==> config.mk <==
export PLATFORM = sky130hd
export DESIGN_NAME = mqtt_packet_deframer
export DESIGN_NICKNAME = d
export VERILOG_FILES = /design/src/design/mpd_pkg.sv /design/src/design/mqtt_packet_deframer.sv
export SDC_FILE = /design/constraint.sdc
export NUM_CORES = 1
export LEC_CHECK = 0
export BUFFER_PORTS_ARGS = -buffer_cell sky130_fd_sc_hd__buf_2
export CAP_MARGIN = 20
export CORE_MARGIN = 3
export CORE_UTILIZATION = 55
export CTS_CLUSTER_DIAMETER = 60
export DETAILED_ROUTE_END_ITERATION = 10
export PLACE_DENSITY = 0.75
export SLEW_MARGIN = 20
export SYNTH_ARGS = -nofsm -noshare
export SYNTH_HDL_FRONTEND = slang
export SYNTH_SLANG_ARGS = --single-unit
==> constraint.sdc <==
create_clock -name clk -period 4.3 [get_ports clk]
set_input_delay 0.215 -clock clk [delete_from_list [all_inputs] [get_ports clk]]
set_output_delay 0.215 -clock clk [all_outputs]
set_load 0.05 [all_outputs]
==> src/design/mpd_pkg.sv <==
// ---------------------------------------------------------------------------
// mpd_pkg: shared types and constants of the MQTT packet deframer
// Packet type, phase, byte role and status codes, and the varint length limit.
// ---------------------------------------------------------------------------
package mpd_pkg;

  // Varint remaining-length field: at most this many bytes (range 1..4)
  localparam int unsigned LenBytesMax = 4;

  localparam logic [3:0] TypeConnack = 4'd2;
  localparam logic [3:0] TypePublish = 4'd3;

  typedef enum logic [2:0] {
    PH_TYPE    = 3'd0,
    PH_LEN     = 3'd1,
    PH_TLEN    = 3'd2,
    PH_TOPIC   = 3'd3,
    PH_PAYLOAD = 3'd4,
    PH_CONNACK = 3'd5,
    PH_BODY    = 3'd6
  } phase_t;

  typedef enum logic [2:0] {
    ROLE_TYPE    = 3'd0,
    ROLE_LEN     = 3'd1,
    ROLE_TLEN    = 3'd2,
    ROLE_TOPIC   = 3'd3,
    ROLE_PAYLOAD = 3'd4,
    ROLE_CONNACK = 3'd5,
    ROLE_OTHER   = 3'd6
  } role_t;

  typedef enum logic [2:0] {
    ST_BUSY            = 3'd0,
    ST_OK              = 3'd1,
    ST_SHORT           = 3'd2,
    ST_LEN_INCOMPLETE  = 3'd3,
    ST_LEN_LONG        = 3'd4,
    ST_TOPIC_TRUNC     = 3'd5,
    ST_CONNACK_SHORT   = 3'd6,
    ST_CONNACK_REFUSED = 3'd7
  } status_t;

endpackage

==> src/design/mqtt_packet_deframer.sv <==
// ---------------------------------------------------------------------------
// mqtt_packet_deframer: MQTT 3.1.1 fixed-header deframer
// Parses a received packet buffer one byte per item and tags every byte.
// ---------------------------------------------------------------------------
// One input byte gives one result item in the next cycle, from a single
// output register. A new byte is accepted every cycle while the output
// register is empty or being drained; the per-byte parse state updates in
// the same cycle, so the rate is one byte per clock. The first byte gives
// the packet type, the next ones a base-128 remaining length of at most
// four bytes; PUBLISH topic and payload bytes and CONNACK fields are tagged.
// The byte flagged tlast closes the packet with a final status and the
// following byte starts a new packet. The remaining length is reported but
// never compared with the buffer size.
module mqtt_packet_deframer #(
  parameter int unsigned LenBytesMax = mpd_pkg::LenBytesMax
) (
  input  logic        clk,
  input  logic        rst_n,
  input  logic        in_tvalid,
  output logic        in_tready,
  input  logic [7:0]  in_tdata,   // [7:0] data_byte
  input  logic        in_tlast,   // last_byte
  output logic        out_tvalid,
  input  logic        out_tready,
  // [3:0] packet_type, [6:4] byte_role, [34:7] remaining_length,
  // [50:35] topic_length, [58:51] return_code, [61:59] status, [63:62] zero
  output logic [63:0] out_tdata,
  output logic        out_tlast   // packet_end
);

  mpd_pkg::phase_t  phase_r, phase_nxt;
  logic [3:0]       type_r, type_nxt;
  logic [27:0]      accum_r, accum_nxt;
  logic [2:0]       len_cnt_r, len_cnt_nxt;
  logic [15:0]      tlen_r, tlen_nxt;
  logic [15:0]      left_r, left_nxt;
  logic [1:0]       body_cnt_r, body_cnt_nxt;
  logic [7:0]       code_r, code_nxt;
  mpd_pkg::status_t err_r, err_nxt;
  logic             tlen_vld_r, tlen_vld_nxt;

  mpd_pkg::role_t   role;
  mpd_pkg::status_t status;
  logic [27:0]      len_add;
  logic             more;
  logic             accept;

  logic             out_vld_r;
  logic [63:0]      out_data_r;
  logic             out_last_r;

  assign in_tready = !out_vld_r || out_tready;
  assign accept    = in_tvalid && in_tready;
  assign more      = in_tdata[7];

  // 7-bit group placed by its position in the varint
  always_comb begin
    case (len_cnt_r[1:0])
      2'd0:    len_add = {21'd0, in_tdata[6:0]};
      2'd1:    len_add = {14'd0, in_tdata[6:0], 7'd0};
      2'd2:    len_add = {7'd0, in_tdata[6:0], 14'd0};
      default: len_add = {in_tdata[6:0], 21'd0};
    endcase
  end

  always_comb begin
    phase_nxt    = phase_r;
    type_nxt     = type_r;
    accum_nxt    = accum_r;
    len_cnt_nxt  = len_cnt_r;
    tlen_nxt     = tlen_r;
    left_nxt     = left_r;
    body_cnt_nxt = body_cnt_r;
    code_nxt     = code_r;
    err_nxt      = err_r;
    tlen_vld_nxt = tlen_vld_r;
    role         = mpd_pkg::ROLE_OTHER;
    status       = mpd_pkg::ST_BUSY;

    case (phase_r)
      mpd_pkg::PH_TYPE: begin
        type_nxt     = in_tdata[7:4];
        accum_nxt    = '0;
        len_cnt_nxt  = '0;
        tlen_nxt     = '0;
        left_nxt     = '0;
        body_cnt_nxt = '0;
        code_nxt     = '0;
        err_nxt      = mpd_pkg::ST_BUSY;
        tlen_vld_nxt = 1'b0;
        role         = mpd_pkg::ROLE_TYPE;
        if (in_tlast) status = mpd_pkg::ST_SHORT;
        else phase_nxt = mpd_pkg::PH_LEN;
      end
      mpd_pkg::PH_LEN: begin
        role        = mpd_pkg::ROLE_LEN;
        accum_nxt   = accum_r + len_add;
        len_cnt_nxt = len_cnt_r + 3'd1;
        if (more && (len_cnt_nxt >= 3'(LenBytesMax))) begin
          err_nxt = mpd_pkg::ST_LEN_LONG;
          if (in_tlast) status = mpd_pkg::ST_LEN_LONG;
          else phase_nxt = mpd_pkg::PH_BODY;
        end else if (more) begin
          if (in_tlast) status = mpd_pkg::ST_LEN_INCOMPLETE;
        end else if (type_r == mpd_pkg::TypePublish) begin
          if (in_tlast) status = mpd_pkg::ST_TOPIC_TRUNC;
          else begin
            phase_nxt    = mpd_pkg::PH_TLEN;
            body_cnt_nxt = '0;
          end
        end else if (type_r == mpd_pkg::TypeConnack) begin
          if (in_tlast) status = mpd_pkg::ST_CONNACK_SHORT;
          else begin
            phase_nxt    = mpd_pkg::PH_CONNACK;
            body_cnt_nxt = '0;
          end
        end else begin
          if (in_tlast) status = mpd_pkg::ST_OK;
          else phase_nxt = mpd_pkg::PH_BODY;
        end
      end
      mpd_pkg::PH_TLEN: begin
        role = mpd_pkg::ROLE_TLEN;
        if (body_cnt_r == 2'd0) begin
          tlen_nxt     = {in_tdata, 8'd0};
          body_cnt_nxt = 2'd1;
          if (in_tlast) status = mpd_pkg::ST_TOPIC_TRUNC;
        end else begin
          tlen_nxt     = tlen_r | {8'd0, in_tdata};
          left_nxt     = tlen_nxt;
          tlen_vld_nxt = 1'b1;
          body_cnt_nxt = 2'd2;
          if (in_tlast)
            status = (tlen_nxt == 16'd0) ? mpd_pkg::ST_OK : mpd_pkg::ST_TOPIC_TRUNC;
          else
            phase_nxt = (tlen_nxt == 16'd0) ? mpd_pkg::PH_PAYLOAD : mpd_pkg::PH_TOPIC;
        end
      end
      mpd_pkg::PH_TOPIC: begin
        role = mpd_pkg::ROLE_TOPIC;
        if (left_r != 16'd0) left_nxt = left_r - 16'd1;
        if (in_tlast)
          status = (left_nxt == 16'd0) ? mpd_pkg::ST_OK : mpd_pkg::ST_TOPIC_TRUNC;
        else if (left_nxt == 16'd0)
          phase_nxt = mpd_pkg::PH_PAYLOAD;
      end
      mpd_pkg::PH_PAYLOAD: begin
        role = mpd_pkg::ROLE_PAYLOAD;
        if (in_tlast) status = mpd_pkg::ST_OK;
      end
      mpd_pkg::PH_CONNACK: begin
        role = mpd_pkg::ROLE_CONNACK;
        if (body_cnt_r == 2'd0) begin
          // flags byte is read but not judged
          body_cnt_nxt = 2'd1;
          if (in_tlast) status = mpd_pkg::ST_CONNACK_SHORT;
        end else begin
          code_nxt     = in_tdata;
          body_cnt_nxt = 2'd2;
          if (in_tdata != 8'd0) err_nxt = mpd_pkg::ST_CONNACK_REFUSED;
          if (in_tlast)
            status = (in_tdata != 8'd0) ? mpd_pkg::ST_CONNACK_REFUSED : mpd_pkg::ST_OK;
          else
            phase_nxt = mpd_pkg::PH_BODY;
        end
      end
      default: begin
        role = mpd_pkg::ROLE_OTHER;
        if (in_tlast)
          status = (err_r != mpd_pkg::ST_BUSY) ? err_r : mpd_pkg::ST_OK;
      end
    endcase

    if (in_tlast) phase_nxt = mpd_pkg::PH_TYPE;
  end

  always_ff @(posedge clk) begin
    if (!rst_n) begin
      phase_r    <= mpd_pkg::PH_TYPE;
      type_r     <= '0;
      accum_r    <= '0;
      len_cnt_r  <= '0;
      tlen_r     <= '0;
      left_r     <= '0;
      body_cnt_r <= '0;
      code_r     <= '0;
      err_r      <= mpd_pkg::ST_BUSY;
      tlen_vld_r <= 1'b0;
    end else if (accept) begin
      phase_r    <= phase_nxt;
      type_r     <= type_nxt;
      accum_r    <= accum_nxt;
      len_cnt_r  <= len_cnt_nxt;
      tlen_r     <= tlen_nxt;
      left_r     <= left_nxt;
      body_cnt_r <= body_cnt_nxt;
      code_r     <= code_nxt;
      err_r      <= err_nxt;
      tlen_vld_r <= tlen_vld_nxt;
    end
  end

  // Result register
  always_ff @(posedge clk) begin
    if (!rst_n) begin
      out_vld_r <= 1'b0;
    end else if (accept) begin
      out_vld_r <= 1'b1;
    end else if (out_tready) begin
      out_vld_r <= 1'b0;
    end
  end

  always_ff @(posedge clk) begin
    if (accept) begin
      out_data_r <= {2'b00, status, code_nxt,
                     (tlen_vld_nxt ? tlen_nxt : 16'd0),
                     accum_nxt, role, type_nxt};
      out_last_r <= in_tlast;
    end
  end

  assign out_tvalid = out_vld_r;
  assign out_tdata  = out_data_r;
  assign out_tlast  = out_last_r;

endmodule

==> results.py <==
metrics = {
    "power": {
        "max-vdd-ir-drop_v": 0.000282,
        "leakagePower_nw": 3.78,
        "cellPowerDensity_nw_per_um2": 380,
    },
    "yosys": {
        "synth_most_common_cell": "nand2_1",
        "synth_area_leaders": "edfxtp_1 23%, dfxtp_1 20%, o21ai_0 6.1%",
        "synth_seq_cells": 147,
        "synth-async-reset-ratio_pct": 0,
        "synth_compound_area_share_pct": 23.1,
        "synthesis.area_um2": 8320,
        "synth_ff_type": "dfxtp_1",
        "syn_area_per_cell_um2": 8.63,
        "synth-simple-area-share_pct": 21.1,
        "synth_top_area_share_pct": 22.7,
        "synth-xor-area-share_pct": 2.74,
        "synth_top_family_by_area": "compound AO/OA/AOI/OAI gates",
        "syn-instance-count": 964,
        "ys.warnings.count": 0,
        "synth_top_area_cell": "edfxtp_1",
        "synthMuxAreaShare_pct": 0.662,
        "synth_commonest_cells": "135 x nand2_1, 102 x o21ai_0, 84 x dfxtp_1",
        "ys_seq_area_share_pct": 42.9,
        "synth-adder-area-share_pct": 5.20,
        "ys_types": 71,
        "synth_edf_count": 63,
    },
    "floorplanning": {
        "rows": 44,
        "ioPinCount": 80,
        "dieArea_um2": 16600,
        "die_w_um": 129,
        "die_h_um": 129,
        "coreArea_um2": 14600,
        "initial_core_util_pct": 56.8,
    },
    "critical_path": {
        "critPathKind": "flop to flop",
        "worst-path-buf-inv": 3,
        "endpoint_kind": "flop",
        "startpoint_type": "flop",
        "cp_slowest_cell": "dfxtp_1",
        "cp_max_fo": 6,
        "critPathArrivalTime_ns": 3.99,
        "max_stage_delay_ns": 0.40,
        "crit_required_ns": 4.48,
        "path_cells": "inv_1 -> ha_1 -> nor2b_1 -> buf_4 -> nand2_1 -> inv_1 -> ha_1 -> a211oi_1 -> o21ai_0 -> o211ai_1 -> a21oi_1 -> a31oi_1 -> o21ai_0 -> a311o_1 -> a22oi_1 -> nand2_1",
        "crit_family": "compound AO/OA/AOI/OAI gates",
    },
    "global_route": {
        "grt_pass1_vias": 6676,
        "grt_usage_pct": 26.3,
        "grt_overflow": 0,
        "antenna_found_initial": 1,
        "grt_max_degree": 54,
        "grt_pass1_wl_um": 34800,
    },
    "drt": {
        "viasPerCell": 6.20,
        "wl_per_cell_um": 18.0,
        "wl_um": 21700,
        "postRouteAntennaNets": 0,
        "vias": 7465,
        "drc": 0,
        "drt_iter0_drc": 855,
        "drt_pass1_iterations": 5,
    },
    "clock_tree": {
        "cts_max_level": 4,
        "clockBufferDepth": 2,
        "postCtsHoldBufs": 0,
        "cts_tree": "built",
        "cts_setup_buffers": 0,
        "cts_resized": 0,
        "cts_buffers": 17,
        "cts.sink_count": 147,
        "clock-root-buffer": "clkbuf_16",
        "clk_pin_slew_ns": 0.06,
        "clock_latency_ns": 0.43,
    },
    "timing": {
        "hold_viol": 0,
        "fin_worst_skew_ns": 0.00730,
        "final_max_slew_viol_count": 0,
        "whs_ns": 0.0422,
        "rsz0062_at_grt": "false",
        "fmax_mhz": 263,
        "setup_viol": 0,
        "worst_slack_ns": 0.492,
        "tightest_slew_ns": 0.913,
        "setup_tns_ns": 0,
        "slew_headroom_pct": 39.0,
        "finalCriticalPeriod_ns": 3.81,
        "timing.final.crit_share_pct": 88.6,
    },
    "place": {
        "pre_cts_ws_ns": 0.600,
        "portBuffers": 77,
        "gp_congestion": 0.919,
        "dpl.hpwl_um": 14200,
    },
    "outcome": {
        "run_status": "finished clean",
    },
    "layout": {
        "antenna_cells": 0,
        "nFillCells": 1218,
        "syn_to_final_growth_pct": 12.5,
        "layout-drive-gt1-share_pct": 13.8,
        "final_nets": 1054,
        "multi_input_area_um2": 4400,
        "final-seq-area_um2": 3570,
    },
    "min_path": {
        "hold_path.class": "input port to flop",
    },
    "job": {
        "drv_cap": 0,
    },
}
[cell usage in the layout (no fill, tap or decap), types with 6 or more instances in the layout]
cell type / synthesis / layout
nor2b_1: 19 / 19
a21boi_0: 6 / 6
edfxtp_1: 63 / 63
xor2_1: 10 / 10
nand3_1: 24 / 24
nand2_1: 135 / 135
buf_2: 1 / 77
nor2_1: 63 / 63
clkbuf_16: 0 / 17
o211ai_1: 6 / 6
a21o_1: 17 / 17
buf_4: 2 / 12
o31ai_1: 7 / 7
dfxtp_1: 84 / 84
a22oi_1: 14 / 14
a31oi_1: 15 / 15
ha_1: 33 / 33
xnor2_1: 16 / 16
and2_1: 48 / 48
a22o_1: 20 / 20
a211oi_1: 7 / 7
or3_1: 7 / 7
a21oi_1: 61 / 61
nor3_1: 21 / 21
inv_1: 22 / 21
nand4_1: 11 / 11
o21ai_0: 102 / 102
nor4_1: 8 / 8
[area by class of cell]
type | count | share of cell area (%)
clock inverter | 15 | 1.83
inverter | 22 | 0.896
timing repair buffer | 89 | 5.08
tap | 184 | 2.46
sequential | 147 | 38.2
multi-input combinational | 730 | 47.0
clock buffer | 17 | 4.55
[tightest hold or removal path, stage by stage]
cell	delay, ns
buf_2	0.10
inv_1	0.04
a21boi_0	0.06
[layer usage]
layer | share of wire [%] | vias to the layer above | global-route usage, % | wire length (µm)
met5 | 0 | - | 0 | 0
met4 | 1.6 | 0 | 7.35 | 357
met3 | 8.3 | 30 | 5.35 | 1800
met2 | 46 | 331 | 40.7 | 9860
met1 | 44 | 3536 | 37.5 | 9640
li1 | - | 3568 | - | -
[logic make-up after synthesis]
kind of cell             after synthesis
XOR/XNOR                              26
AND/OR/NAND/NOR                      361
buffers and inverters                 88
other                                  1
flip-flops                           147
multiplexers                           5
AO/OA/AOI/OAI                        302
adder cells (fa/ha/maj)               34
[path summary, 6_finish.rpt]
kind | startpoint | end | slack [ns] | cells after the start
worst max-delay path | len_cnt_r[0] | out_tdata[34] | 0.49 | 16
worst min-delay path | in_tvalid | out_tvalid | 0.04 | 3
worst max register to register | len_cnt_r[0] | out_tdata[34] | 0.49 | 16
worst min register to register | code_r[6] | code_r[6] | 0.46 | 2
[metrics by stage]
step | instances | power (mW) | utilization [%] | cell area, µm²
final | 1204 | 3.55 | 63.9 | 9360
after detailed placement | 1172 | 2.06 | 59.8 | 8760
after global routing | 1204 | 3.67 | 63.9 | 9360
after global placement | 1172 | 2.06 | 59.8 | 8760
after floorplan | 965 | 1.95 | - | 8320
after CTS | 1204 | 3.56 | 63.9 | 9360
[registers in the layout, indices dropped and copies added, names as in the netlist, 2 cells and up]
register and flops:
phase_r 3, accum_r 28, tlen_r 16, len_cnt_r 3, type_r 4, out_tdata 62, left_r 16, err_r 2
body_cnt_r 2, code_r 8
[power by group]
group	leakage [nW]	switching, mW	total [mW]	internal (mW)
sequential	1.32	0.0317	1.54	1.51
clock	0.290	0.641	1.51	0.872
combinational	2.17	0.363	0.498	0.135
total	3.78	1.04	3.55	2.52
Power figures use the tool's default switching activity.
